## config.mk

```make
export PLATFORM = sky130hd
export DESIGN_NAME = spcc_post
export DESIGN_NICKNAME = d
export VERILOG_FILES = /design/src/sv/spcc_pkg.sv /design/src/sv/spcc_post.sv
export SDC_FILE = /design/constraint.sdc
export NUM_CORES = 1
export LEC_CHECK = 0
export CAP_MARGIN = 25
export CORE_ASPECT_RATIO = 2
export CORE_MARGIN = 3
export CORE_UTILIZATION = 45
export CTS_CLUSTER_DIAMETER = 30
export CTS_CLUSTER_SIZE = 20
export DETAILED_ROUTE_END_ITERATION = 10
export DONT_BUFFER_PORTS = 1
export PLACE_DENSITY_LB_ADDON = 0.2
export SLEW_MARGIN = 20
export SYNTH_ARGS = -nofsm -noshare
export SYNTH_HDL_FRONTEND = slang
export SYNTH_SLANG_ARGS = --single-unit
```

## constraint.sdc

```tcl
create_clock -name clock -period 14.3 [get_ports clock]
set_input_delay 2.86 -clock clock [delete_from_list [all_inputs] [get_ports clock]]
set_output_delay 2.86 -clock clock [all_outputs]
set_load 0.005 [all_outputs]
```

## src/sv/spcc_pkg.sv

```systemverilog
// Shared types, constants and helper functions of the coordinate converter.
// No dependencies; imported by every module of the block.
`default_nettype none

package spcc_pkg;

   localparam int CORDIC_STAGES_DEFAULT = 16;
   localparam int ANGLE_BITS_DEFAULT    = 16;
   localparam int GUARD_BITS            = 8;
   // datapath width: Q12.4 plus guard bits plus CORDIC growth and sign
   localparam int CW = 28;
   // rounded coordinate width after guard removal, and one bit more for center adds
   localparam int RW = CW - GUARD_BITS;
   localparam int SW = RW + 1;

   // 1/K of the CORDIC in Q0.32
   localparam logic [31:0] INV_GAIN = 32'd2608131496;

   localparam logic [1:0] MODE_SCR2POL  = 2'd0;
   localparam logic [1:0] MODE_POL2SCR  = 2'd1;
   localparam logic [1:0] MODE_CART2POL = 2'd2;
   localparam logic [1:0] MODE_POL2CART = 2'd3;

   localparam logic [1:0] CSR_CENTER_X     = 2'd0;
   localparam logic [1:0] CSR_CENTER_Y     = 2'd1;
   localparam logic [1:0] CSR_NORTH_OFFSET = 2'd2;

   localparam logic [15:0] NORTH_OFFSET_RESET = 16'd16384;

   // atan(2^-i) in units of 2^-32 turn
   localparam logic [31:0] ATAN_TAB [24] = '{
      32'd536870912, 32'd316933406, 32'd167458907, 32'd85004756,
      32'd42667331,  32'd21354465,  32'd10679838,  32'd5340245,
      32'd2670163,   32'd1335087,   32'd667544,    32'd333772,
      32'd166886,    32'd83443,     32'd41722,     32'd20861,
      32'd10430,     32'd5215,      32'd2608,      32'd1304,
      32'd652,       32'd326,       32'd163,       32'd81
   };

   typedef struct packed {
      logic [1:0]         req_type;
      logic signed [15:0] coord_x;
      logic signed [15:0] coord_y;
      logic [15:0]        angle_in;
      logic [15:0]        radius_in;
   } spcc_req_type;

   typedef struct packed {
      logic [15:0]        angle_out;
      logic [15:0]        radius_out;
      logic signed [15:0] out_x;
      logic signed [15:0] out_y;
      logic               saturated;
   } spcc_rsp_type;

   // sideband that travels with each request through the pipeline
   typedef struct packed {
      logic [1:0] mode;
      logic       flip;
      logic       zero;
   } spcc_side_type;

   function automatic logic is_to_polar(input logic [1:0] mode);
      return (mode == MODE_SCR2POL) || (mode == MODE_CART2POL);
   endfunction

   // arctangent step rounded to the angle accumulator width
   function automatic logic [31:0] atan_at(input int idx, input int abits);
      logic [32:0] t;
      int          s;
      s = 32 - abits;
      t = {1'b0, ATAN_TAB[idx]} + (33'd1 << (s - 1));
      return 32'(t >> s);
   endfunction

   // clip to signed 16 bits; top bit of the result flags a clip
   function automatic logic [16:0] clip16(input logic signed [SW-1:0] v);
      logic [16:0] r;
      if (v > SW'(32767)) begin
         r = {1'b1, 16'h7FFF};
      end else if (v < SW'(-32768)) begin
         r = {1'b1, 16'h8000};
      end else begin
         r = {1'b0, v[15:0]};
      end
      return r;
   endfunction

endpackage

`default_nettype wire

```

## src/sv/spcc_post.sv

```systemverilog
// Back end of the converter: gain removal, rounding, bearing offset, center add,
// saturation and the output register. Depends on spcc_pkg.
`default_nettype none

module spcc_post
   import spcc_pkg::*;
#(
   parameter int ANGLE_BITS = ANGLE_BITS_DEFAULT
) (
   input  wire logic                     clock,
   input  wire logic                     reset,
   input  wire logic                     in_valid,
   output logic                          in_ready,
   input  wire logic signed [CW-1:0]     x_i,
   input  wire logic signed [CW-1:0]     y_i,
   input  wire logic        [ANGLE_BITS:0] z_i,
   input  wire spcc_side_type            side_i,
   input  wire logic signed [15:0]       center_x,
   input  wire logic signed [15:0]       center_y,
   input  wire logic [15:0]              north_offset,
   output logic                          rsp_valid,
   input  wire logic                     rsp_ready,
   output spcc_rsp_type                  rsp_data
);

   localparam int PW = CW + 31;
   localparam logic [PW:0] MAG_RND = (PW + 1)'(1) << (32 + GUARD_BITS - 1);
   localparam logic signed [CW-1:0] GUARD_RND = CW'(1) << (GUARD_BITS - 1);
   localparam int ZW = ANGLE_BITS + 16;
   localparam logic [ZW-1:0] ANG_RND = ZW'(1) << (ANGLE_BITS - 1);

   logic                   v1_ff, v2_ff, v3_ff;
   logic                   e1, e2, e3;

   logic [PW-1:0]          q1_p_in, q1_p_ff;
   logic signed [CW-1:0]   q1_x_in, q1_y_in, q1_x_ff, q1_y_ff;
   logic [ANGLE_BITS-1:0]  q1_z_ff;
   spcc_side_type          q1_side_ff;
   logic [CW-2:0]          xc;

   logic [PW:0]            psum;
   logic [RW-1:0]          mag;
   logic [ZW-1:0]          zsum;
   logic signed [CW-1:0]   xr, yr;
   logic [15:0]            q2_ang_in, q2_ang_ff, q2_rad_in, q2_rad_ff;
   logic                   q2_flag_in, q2_flag_ff;
   logic signed [RW-1:0]   q2_cv_ff, q2_sv_ff;
   spcc_side_type          q2_side_ff;

   logic signed [SW-1:0]   ox_w, oy_w;
   logic [16:0]            ox_c, oy_c;
   spcc_rsp_type           rsp_in, rsp_ff;

   assign e3       = !v3_ff || rsp_ready;
   assign e2       = !v2_ff || e3;
   assign e1       = !v1_ff || e2;
   assign in_ready = e1;

   // Q1: remove the gain from the magnitude, undo the half-plane fold
   always_comb begin
      xc      = x_i[CW-1] ? '0 : x_i[CW-2:0];
      q1_p_in = PW'(xc) * PW'(INV_GAIN);
      q1_x_in = side_i.flip ? -x_i : x_i;
      q1_y_in = side_i.flip ? -y_i : y_i;
   end

   // Q2: round magnitude and coordinates, turn the angle into a bearing
   always_comb begin
      psum = {1'b0, q1_p_ff} + MAG_RND;
      mag  = psum[PW:32+GUARD_BITS];
      zsum = {q1_z_ff, 16'd0} + ANG_RND;
      xr   = q1_x_ff + GUARD_RND;
      yr   = q1_y_ff + GUARD_RND;
      if (q1_side_ff.zero) begin
         q2_ang_in  = north_offset;
         q2_rad_in  = '0;
         q2_flag_in = 1'b0;
      end else begin
         q2_ang_in  = north_offset - zsum[ZW-1 -: 16];
         q2_flag_in = (mag[RW-1:16] != '0);
         q2_rad_in  = q2_flag_in ? 16'hFFFF : mag[15:0];
      end
   end

   // Q3: screen offset for polar to screen, clipping for the modes that leave polar, field select
   always_comb begin
      if (q2_side_ff.mode == MODE_POL2SCR) begin
         ox_w = {q2_sv_ff[RW-1], q2_sv_ff} + {{(SW - 16){center_x[15]}}, center_x};
         oy_w = {{(SW - 16){center_y[15]}}, center_y} - {q2_cv_ff[RW-1], q2_cv_ff};
      end else begin
         ox_w = {q2_sv_ff[RW-1], q2_sv_ff};
         oy_w = {q2_cv_ff[RW-1], q2_cv_ff};
      end
      ox_c = clip16(ox_w);
      oy_c = clip16(oy_w);
      if (is_to_polar(q2_side_ff.mode)) begin
         rsp_in.angle_out  = q2_ang_ff;
         rsp_in.radius_out = q2_rad_ff;
         rsp_in.out_x      = '0;
         rsp_in.out_y      = '0;
         rsp_in.saturated  = q2_flag_ff;
      end else begin
         rsp_in.angle_out  = '0;
         rsp_in.radius_out = '0;
         rsp_in.out_x      = ox_c[15:0];
         rsp_in.out_y      = oy_c[15:0];
         rsp_in.saturated  = ox_c[16] | oy_c[16];
      end
   end

   always_ff @(posedge clock) begin
      if (reset) begin
         v1_ff <= 1'b0;
         v2_ff <= 1'b0;
         v3_ff <= 1'b0;
      end else begin
         if (e1) begin
            v1_ff <= in_valid;
         end
         if (e2) begin
            v2_ff <= v1_ff;
         end
         if (e3) begin
            v3_ff <= v2_ff;
         end
      end
   end

   always_ff @(posedge clock) begin
      if (e1) begin
         q1_p_ff    <= q1_p_in;
         q1_x_ff    <= q1_x_in;
         q1_y_ff    <= q1_y_in;
         q1_z_ff    <= z_i[ANGLE_BITS-1:0];
         q1_side_ff <= side_i;
      end
      if (e2) begin
         q2_ang_ff  <= q2_ang_in;
         q2_rad_ff  <= q2_rad_in;
         q2_flag_ff <= q2_flag_in;
         q2_cv_ff   <= xr[CW-1:GUARD_BITS];
         q2_sv_ff   <= yr[CW-1:GUARD_BITS];
         q2_side_ff <= q1_side_ff;
      end
      if (e3) begin
         rsp_ff <= rsp_in;
      end
   end

   assign rsp_valid = v3_ff;
   assign rsp_data  = rsp_ff;

endmodule

`default_nettype wire

```

# == Word level (Yosys, flattened, before mapping) ==
# Cells that the tools add are included.
# totals
regBits,274
inputBits,129
output_inout_bits,67
word_cells,62
# op_classes
n_addsub,9
mul,1
order_cmp,4
eq_ne,2
muxes,12
bitwise_logic,1
n_reduce_logical,11
# op_table
operator,n
17-bit two-way mux,4
59-bit by 40-bit adder with 60-bit output (second input constant),1
28-bit by 9-bit adder with 28-bit output (second input constant),2
27-bit by 29-bit multiplier with 56-bit output (second input constant),1
28-bit two-way mux,2
28-bit negator,2
21-bit by 16-bit > comparator with 1-bit output (second input constant),2
21-bit by 16-bit less-than comparator with 1-bit output (second input constant),2
21-bit two-way mux,2
32-bit by 16-bit adder with 32-bit output (second input constant),1
16-bit two-way mux,2
27-bit two-way mux,1
20-bit by 16-bit adder with 21-bit output,1
16-bit by 20-bit subtractor with 21-bit output,1
16-bit subtractor,1
1-bit logical OR,4
4-bit nonzero test,1
2-bit OR reduction,2
1-bit logical NOT,3
2-bit by 1-bit == test with 1-bit output (second input constant),1
2-bit == test (second input constant),1
2-bit logical NOT,1
1-bit two-way mux,1
1-bit OR,1

# == Longest topological paths before layout ==
# Gate-level depths: netlist of run 1.
# depth
ltp_word,7
ltp_mapped,28
mapped_depth_nobuf,26

# == Least setup slack after synthesis of run 1 ==
# No wires, ideal clock.
# synth_timing
path_kind,input -> register
from,in x_i[27]
to,reg q1_p_ff[53] (data pin)
arrival_ps,9816
required_ps,14029
slack_ps,4213
cell_stages,26
path_cell_list,clkbuf_1 > clkbuf_1 > nand2b_1 > inv_1 > ha_1 > inv_1 > fa_1 > inv_1 > fa_1 > fa_1 > fa_1 > fa_1 > inv_1 > fa_1 > inv_1 > ha_1 > a21o_1 > a21o_1 > a2111oi_0 > o2111ai_1 > o21ai_0 > o31ai_1 > o311ai_0 > a21oi_1 > mux2i_1 > o2111ai_1
# synth_via
elab_chain_cells,2
# synth_rtl
item,line,rtl
start: declaration,spcc_post.sv:14,"input wire logic signed [CW-1:0] x_i,"
27-bit two-way mux,spcc_post.sv:61,xc = x_i[CW-1] ? '0 : x_i[CW-2:0];
27-bit by 29-bit multiplier with 56-bit output,spcc_post.sv:62,q1_p_in = PW'(xc) * PW'(INV_GAIN);
via q1_p_in[53],spcc_post.sv:35,"logic [PW-1:0] q1_p_in, q1_p_ff;"
end signal: assignment,spcc_post.sv:131,q1_p_ff <= q1_p_in;
end: declaration,spcc_post.sv:35,
# The timed path passes the listed nets, and every way through them passes these cells.
# A chain may end at the register's enable or synchronous reset.

# == Worst setup path after layout of run 1 ==
# Ends and elaborated chain as after synthesis.

==> out/results.ini, run 1 <==
[logic_synthesis]
synth_ff_type=edfxtp_1
yosysWarningCount=0
synth-seq-cells=224
syn_inst=2437
yosysTopAreaCell=fa_1
syn-num-nets=3212
ys_types=67
synth_edf_count=221
yosysTopAreaCellShare_pct=26.21
synth_area_um2=25510
async_flop_share_pct=0
ys_top_cells_by_area=fa_1 26%, edfxtp_1 26%, ha_1 15%
syn_avg_cell_area_um2=10.47
synth_seq_area_share_pct=26.25

[sta]
max_freq_ghz=0.09229
drv_slew=0
final-hold-violation-count=0
fin_worst_skew_ns=0.01682
rsz0062_at_grt=no
setup_tns_ns=0
fin_crit_sh_pct=75.77
max_slew.worst_pin.slew_ns=0.9523
slew_headroom_pct=36.17
setup_viol_count_final=0
period_needed_ns=10.84
fin_ws_ns=3.464

[critical_path]
path_delay_family=adder cells
path_buf_inv=7
worstSetupPathType=input pin to flip-flop
cp-end-kind=flip-flop
crit_arrival_ns=11.08
slowest_delay_ns=0.67
r2r-end=rsp_data[23]
reg2reg_setup_slack_ns=9.86
crit_fanout=36
path_common_cell=inv_1
worstSetupStartpoint=x_i[27]
slowest_stage=fa_1
start_kind=input pin
required_ns=14.54
r2r_start=q2_sv_ff[2]
reg2reg_depth=11

[drt]
drtAntennaViolNets=0
wirelength_um=70220
first_pass_iters=6
drt-initial-drc-count=736
vias_per_cell=5.293
wl_per_cell_um=22.08
via_count=16840
drcViolationCount=0

[final_layout]
final_nets=3202
areaGrowthSynthToFinish_pct=5.934
fillers=5141
layout-drive-gt1-share_pct=3.202
post-route-util_pct=48.51
design_area_um2=27030
multi_input_area_um2=16550
ff_latch_area_um2=6696

[grt]
grt_pass1_wl_um=107500
grt_max_degree=67
antenna_found_initial=1
overflow=0
grt_use_total_pct=24.10
grt_pass1_vias=18600

[pwr]
p_leak_nw=13.01
switching_share_pct=50.19
totalPowerFinal_mw=5.861
ir_worst_vdd_v=0.0002457
p_int_mw=2.919
clockPowerShare_pct=9.1
combPwrFrac_pct=74.2
pwr_density_cell_nw_per_um2=216.8
p_seq_share_pct=16.7
switching_power_mw=2.941

[clock_network]
root_buffer=clkbuf_16
cts_tree=done
clock_path_buffers=3
clk_latency_ns=0.52
htree_levels=1
cts_setup_buffers=0
cts_hold_buffers=0
clk_pin_slew_ns=0.08
cts.sinks=224
cts_resized=0
cts_buffers=18

[floorplanning]
pin_count=196
die-area_um2=59760
fp.dieW_um=174.4
core_area_um2=55720
initial_core_util_pct=45.79
rows=122
die_y_um=342.7

[placed_design]
place.gp.congestion=1.012
post_dp_cell_area_um2=26400
pre_cts_ws_ns=2.757
port_buffers=0
dp_hpwl_um=61640

[hold_path]
hold_start=q1_side_ff[3]
hold-path-endpoint=q2_side_ff[3]
min_path_type=flip-flop to flip-flop
hold_depth=0

[status]
outcome=complete, no violations

[run]
drv_cap=0

## flip-flops by register name (all words and copies together), names as in the netlist
register,flops
q1_y_ff,21
q2_side_ff,2
q1_z_ff,16
v1_ff,1
rsp_data,65
rsp_valid,1
q2_flag_ff,1
q2_cv_ff,20
q2_sv_ff,20
q2_ang_ff,16
v2_ff,1
q1_x_ff,21
q2_rad_ff,16
q1_p_ff,20
q1_side_ff,3
## cell usage after synthesis, types with 6 or more instances
cell      count
a211oi_1     13
a21boi_0      6
a21o_1       34
a21oi_1     103
a31oi_1      12
and2_1       11
and3_1       17
clkbuf_1     39
edfxtp_1    221
fa_1        334
ha_1        312
inv_1       569
mux2i_1       8
nand2_1     111
nand2b_1     28
nand3_1      42
nand4_1      16
nor2_1       78
nor2b_1      60
nor3_1       25
o21a_1       16
o21ai_0      86
o21bai_1      6
o31ai_1      16
or2_2        16
or3_1        12
xnor2_1     110
xor2_1       46
## layout by cell type, fill, tap and decap left out, drive strengths merged, types with 6 or more instances in the layout
master	instances
xor2	46
a31oi	12
a21o	34
nand4	16
a21oi	103
buf	11
edfxtp	221
a211oi	13
or2	18
a21boi	6
nor2	78
and2	11
nand3	42
mux2i	8
inv	571
o21bai	6
nor2b	60
o31ai	18
ha	312
nor3	25
nor4	6
or3	16
xnor2	110
and3	17
nand2b	28
fa	334
o21ai	91
nand2	111
o21a	16
clkbuf	20
## power groups by stage
stage / logic, mW / registers, mW / clock network (mW)
6_report: 4.35 / 0.981 / 0.531
5_1_grt: 4.91 / 0.992 / 0.571
4_1_cts: 4.38 / 0.983 / 0.548
3_5_place_dp: 4.35 / 0.998 / 0
3_3_place_gp: 4.26 / 0.995 / 0
2_1_floorplan: 2.94 / 0.970 / 0
## per-stage QoR
stage                     instances  hold slack, ns
after global placement         3150          0.4018
after floorplan                2437          0.4003
after detailed placement       3151          0.4061
after global routing           3180          0.4402
after CTS                      3180          0.4320
final                          3181          0.4306
## per-layer routing
metal	vias up	global-route usage (%)	routed length (µm)
met5	-	0	0
met4	0	23.22	8613
met3	231	3.488	2925
met2	468	46.43	38010
met1	8231	20.35	20680
li1	7908	-	-
## how the worst max path moves through the flow
stage	slack, ns	endpoint	cells after the start
finish	3.46	q1_p_ff[53]	26
global route	2.91	q1_p_ff[53]	25
CTS	3.30	q1_p_ff[53]	25
detailed placement	2.76	q1_p_ff[53]	25
global placement	2.56	q1_p_ff[53]	25
floorplan	4.21	q1_p_ff[53]	26
## cell families after synthesis
logic type               after synthesis  share of synthesized area [%]
flip-flops                           224                          26.25
buffers and inverters                610                          8.974
XOR/XNOR                             156                          5.355
AND/OR/NAND/NOR                      447                          9.097
AO/OA/AOI/OAI                        345                          8.464
multiplexers                           9                         0.3580
adder cells (fa/ha/maj)              646                          41.51
## area by class of cell
type                            count  area share [%]
Tap cell                          744           3.444
Inverter                          569           7.907
Multi-Input combinational cell   1603           61.24
Clock buffer                       20           1.773
Timing Repair Buffer               11          0.3055
Clock inverter                      9          0.5416
Sequential cell                   224           24.78
Antenna cell                        1        0.009258
Note: power is estimated with default switching activity, not from simulation.
==> run 2: changes to the inputs <==
clock period = 11.1 ns   (was 14.3 ns; I/O delays follow)
==> run 2 against run 1 <==
  * Critical path type unchanged
  * Sequential cell count unchanged
  * Sequential share of layout area decreased by 0.22 points
  * Global-route usage increased by 0.53 points
  * Clock skew fell by 0.0043 ns
  * Register-to-register slack worse by 3.0 ns
  * First-iteration DRC count grew 4.1%
  * Clock power grew 44%
  * Final cell count up 0.91%
==> out/results.ini, run 2 (synthesis results as in run 1) <==
[status]
outcome=complete, no violations

[sta]
period_needed_ns=9.765
final-hold-violation-count=0
max_freq_ghz=0.1024
fin_worst_skew_ns=0.01252
max_slew.worst_pin.slew_ns=0.9100
setup_tns_ns=0
fin_ws_ns=1.335
slew_headroom_pct=39.00
rsz0062_at_grt=no
drv_slew=0
setup_viol_count_final=0
fin_crit_sh_pct=87.97

[placed_design]
dp_hpwl_um=63220
pre_cts_ws_ns=0.6264
port_buffers=0
place.gp.congestion=1.025

[clock_network]
cts_buffers=21
clock_path_buffers=3
cts_tree=done
root_buffer=clkbuf_16
clk_pin_slew_ns=0.08
cts_hold_buffers=0
clk_latency_ns=0.53
cts.sinks=224
cts_resized=0
htree_levels=1
cts_setup_buffers=0

[grt]
grt_pass1_vias=18780
grt_max_degree=69
grt_use_total_pct=24.63
grt_pass1_wl_um=109500
overflow=0
antenna_found_initial=3

[drt]
via_count=17020
vias_per_cell=5.303
first_pass_iters=7
drcViolationCount=0
wirelength_um=71710
wl_per_cell_um=22.34
drt-initial-drc-count=766
drtAntennaViolNets=0

[final_layout]
fillers=5140
largest_reg_flops=65
post-route-util_pct=48.94
multi_input_area_um2=16550
final_nets=3223
areaGrowthSynthToFinish_pct=6.866
layout_commonest_cell=inv_1
final_cell_mix=567 x inv_1, 334 x fa_1, 312 x ha_1, 221 x edfxtp_1
layout-drive-gt1-share_pct=4.222
ff_latch_area_um2=6696

[pwr]
p_leak_nw=13.15
totalPowerFinal_mw=7.440
pwr_density_cell_nw_per_um2=272.9
ir_worst_vdd_v=0.0002361

[floorplanning]
die_y_um=342.7
fp.dieW_um=174.4
die-area_um2=59760
initial_core_util_pct=45.79
rows=122
core_area_um2=55720
pin_count=196

[critical_path]
crit_fanout=36
start_kind=input pin
crit_arrival_ns=10.02
worstSetupPathType=input pin to flip-flop
required_ns=11.35
cp-end-kind=flip-flop

[hold_path]
min_path_type=flip-flop to flip-flop

[run]
drv_cap=0

run 2: path summary, 6_finish.rpt:
kind                 start             to  slack [ns]  depth (start not counted)
max                x_i[27]    q1_p_ff[53]        1.34                         24
min          q1_side_ff[3]  q2_side_ff[3]        0.42                          0
max reg2reg    q2_cv_ff[0]    rsp_data[0]        6.84                         13
min reg2reg  q1_side_ff[3]  q2_side_ff[3]        0.42                          0
run 2: layout make-up:
| class | count | area share [%] |
|---|---|---|
| Clock buffer | 23 | 1.992 |
| Multi-Input combinational cell | 1603 | 60.69 |
| Sequential cell | 224 | 24.56 |
| Antenna cell | 3 | 0.02753 |
| Clock inverter | 15 | 0.6883 |
| Tap cell | 744 | 3.414 |
| Inverter | 569 | 7.838 |
| Timing Repair Buffer | 29 | 0.7893 |
run 2: metal layers:
| metal | GRT usage, % | part of all wire (%) | vias up |
|---|---|---|---|
| met5 | 0 | 0 | - |
| met4 | 23.14 | 12 | 0 |
| met3 | 3.400 | 4.0 | 215 |
| met2 | 48.19 | 56 | 465 |
| met1 | 20.50 | 28 | 8383 |
| li1 | - | - | 7960 |
run 2: critical path: stages:
cell	delay (ns)
nand2b_1	0.22
inv_1	0.43
ha_1	0.39
inv_1	0.14
fa_1	0.62
fa_1	0.58
inv_1	0.05
fa_1	0.52
fa_1	0.54
fa_1	0.56
inv_1	0.07
fa_1	0.53
inv_1	0.04
ha_1	0.31
a21o_1	0.16
a2111oi_0	0.61
o2111ai_1	0.18
o21ai_0	0.34
buf_4	0.19
o31ai_1	0.14
o311ai_0	0.53
a21oi_1	0.26
mux2i_1	0.23
o2111ai_1	0.15
run 2: power by group:
group | internal (mW) | switching (mW)
Clock | 0.401 | 0.361
Combinational | 2.18 | 3.23
Sequential | 1.18 | 0.0919
Total | 3.75 | 3.69
run 2: per-stage QoR:
| stage | std cells | cell area (µm²) | hold WS [ns] |
|---|---|---|---|
| after floorplan | 2437 | 25510 | 0.4003 |
| after global placement | 3168 | 26520 | 0.4093 |
| after detailed placement | 3169 | 26530 | 0.4172 |
| after CTS | 3207 | 27260 | 0.4269 |
| after global routing | 3210 | 27270 | 0.4419 |
| final | 3210 | 27270 | 0.4229 |
==> run 3: changes to the inputs <==
==> constraint.sdc (replaced) <==
create_clock -name clock -period 11.1 [get_ports clock]
set_input_delay 2.22 -clock clock [delete_from_list [all_inputs] [get_ports clock]]
set_output_delay 2.22 -clock clock [all_outputs]
set_load 0.02 [all_outputs]
==> run 3 against run 2 <==
  * Global-route usage increased by 0.40 points
  * Power increased by 2.5%
  * Clock-buffer cell count decreased by 2
  * Sequential cell count unchanged
  * Die area unchanged
  * Critical path depth increased by 4
  * Final cell count about the same
  * Sequential power increased by 3%
  * Wire length increased by 1.5%
  * Critical path type unchanged
  * Critical endpoint unchanged
  * Largest cell class unchanged
==> out/results.ini, run 3 (synthesis results as in run 1) <==
[clock_network]
cts_setup_buffers=0
root_buffer=clkbuf_16
clock_path_buffers=3
cts_resized=0
cts.sinks=224
clk_pin_slew_ns=0.08
clk_latency_ns=0.53
cts_buffers=21
htree_levels=1
cts_tree=done
cts_hold_buffers=0

[sta]
setup_viol_count_final=0
setup_tns_ns=0
fin_crit_sh_pct=89.35
drv_slew=0
slew_headroom_pct=34.12
max_slew.worst_pin.slew_ns=0.9755
max_freq_ghz=0.1008
period_needed_ns=9.918
fin_hold_ws_ns=0.4338
final-hold-violation-count=0
fin_worst_skew_ns=0.01536
rsz0062_at_grt=no

[pwr]
p_leak_nw=13.14
pwr_density_cell_nw_per_um2=279.7
ir_worst_vdd_v=0.0003313

[placed_design]
place.gp.congestion=1.004
dp_cells=3166
dp_hpwl_um=64120
port_buffers=0

[critical_path]
required_ns=11.36
cp-end-kind=flip-flop
r2r-end=rsp_data[14]
r2r_start=q2_cv_ff[0]
worstSetupStartpoint=x_i[14]
reg2reg_depth=12
worstSetupPathType=input pin to flip-flop
reg2reg_setup_slack_ns=6.58
start_kind=input pin
crit_arrival_ns=10.18
crit_fanout=6

[floorplanning]
rows=122
pin_count=196
die_y_um=342.7
initial_core_util_pct=45.79
core_area_um2=55720
die-area_um2=59760
fp.dieW_um=174.4

[drt]
wl_per_cell_um=22.69
first_pass_iters=5
via_count=16920
drtAntennaViolNets=0
drcViolationCount=0
wirelength_um=72760
drt-initial-drc-count=762
vias_per_cell=5.276

[hold_path]
min_path_type=flip-flop to flip-flop
hold_depth=0
hold_start=q1_side_ff[3]
hold-path-endpoint=q2_side_ff[3]

[status]
outcome=complete, no violations

[final_layout]
final_cell_mix=567 x inv_1, 334 x fa_1, 312 x ha_1, 221 x edfxtp_1
areaGrowthSynthToFinish_pct=6.890
largest_reg_flops=65
layout-drive-gt1-share_pct=4.106
fillers=5099
layout_commonest_cell=inv_1
final_cells=3207
post-route-util_pct=48.95
final_nets=3220

[run]
drv_cap=0

[grt]
antenna_found_initial=3
grt_pass1_vias=18930
grt_use_total_pct=25.03
grt_max_degree=70
grt_pass1_wl_um=111000
overflow=0

[run 3: area by class of cell]
cell class	count	area (µm²)	share of cell area [%]
Timing Repair Buffer	26	195.2	0.7157
Inverter	569	2137	7.836
Multi-Input combinational cell	1603	16550	60.68
Sequential cell	224	6696	24.55
Clock buffer	21	525.5	1.927
Tap cell	744	930.9	3.413
Antenna cell	3	7.507	0.02753
Clock inverter	17	231.5	0.8487
[run 3: how the worst max path moves through the flow]
| stage | endpoint | slack [ns] | cells past startpoint |
|---|---|---|---|
| final | q1_p_ff[53] | 1.18 | 28 |
| after floorplan | q1_p_ff[53] | 1.65 | 26 |
| after global placement | q1_p_ff[53] | 0.56 | 28 |
| after detailed placement | q1_p_ff[53] | 0.47 | 28 |
| after CTS | q1_p_ff[53] | 1.03 | 28 |
| after global routing | q1_p_ff[53] | 0.67 | 28 |
[run 3: where the power goes]
group	leakage, nW	switching, mW	total (mW)	internal (mW)
sequential	2.44	0.133	1.31	1.18
combinational	10.3	3.32	5.54	2.22
clock	0.366	0.359	0.776	0.417
total	13.1	3.81	7.63	3.81
[run 3: through the flow]
stage | worst slack, ns | area (µm²) | power (mW)
floorplan | 1.653 | 25510 | 5.078
global placement | 0.5594 | 26510 | 6.767
detailed placement | 0.4683 | 26510 | 6.878
CTS | 1.034 | 27260 | 7.718
global route | 0.6664 | 27270 | 8.498
finish | 1.182 | 27270 | 7.628
[run 3: critical path: stages]
cell,delay [ns]
nor2b_1,0.51
inv_1,0.23
fa_1,0.59
inv_1,0.11
fa_1,0.54
inv_1,0.05
fa_1,0.39
fa_1,0.55
inv_1,0.05
fa_1,0.47
fa_1,0.54
inv_1,0.05
fa_1,0.53
inv_1,0.04
ha_1,0.31
a21o_1,0.19
a21o_1,0.16
a2111oi_0,0.63
o2111ai_1,0.19
o21ai_0,0.40
buf_4,0.20
o31ai_1,0.06
buf_4,0.17
o311ai_0,0.33
buf_4,0.18
a21oi_1,0.13
mux2i_1,0.18
o2111ai_1,0.15
[run 3: routing by layer]
metal,vias to the layer above,track usage [%],share of wire [%]
li1,7944,-,-
met1,8344,20.91,28
met2,435,49.21,56
met3,197,3.311,4.0
met4,0,23.05,12
met5,-,0,0
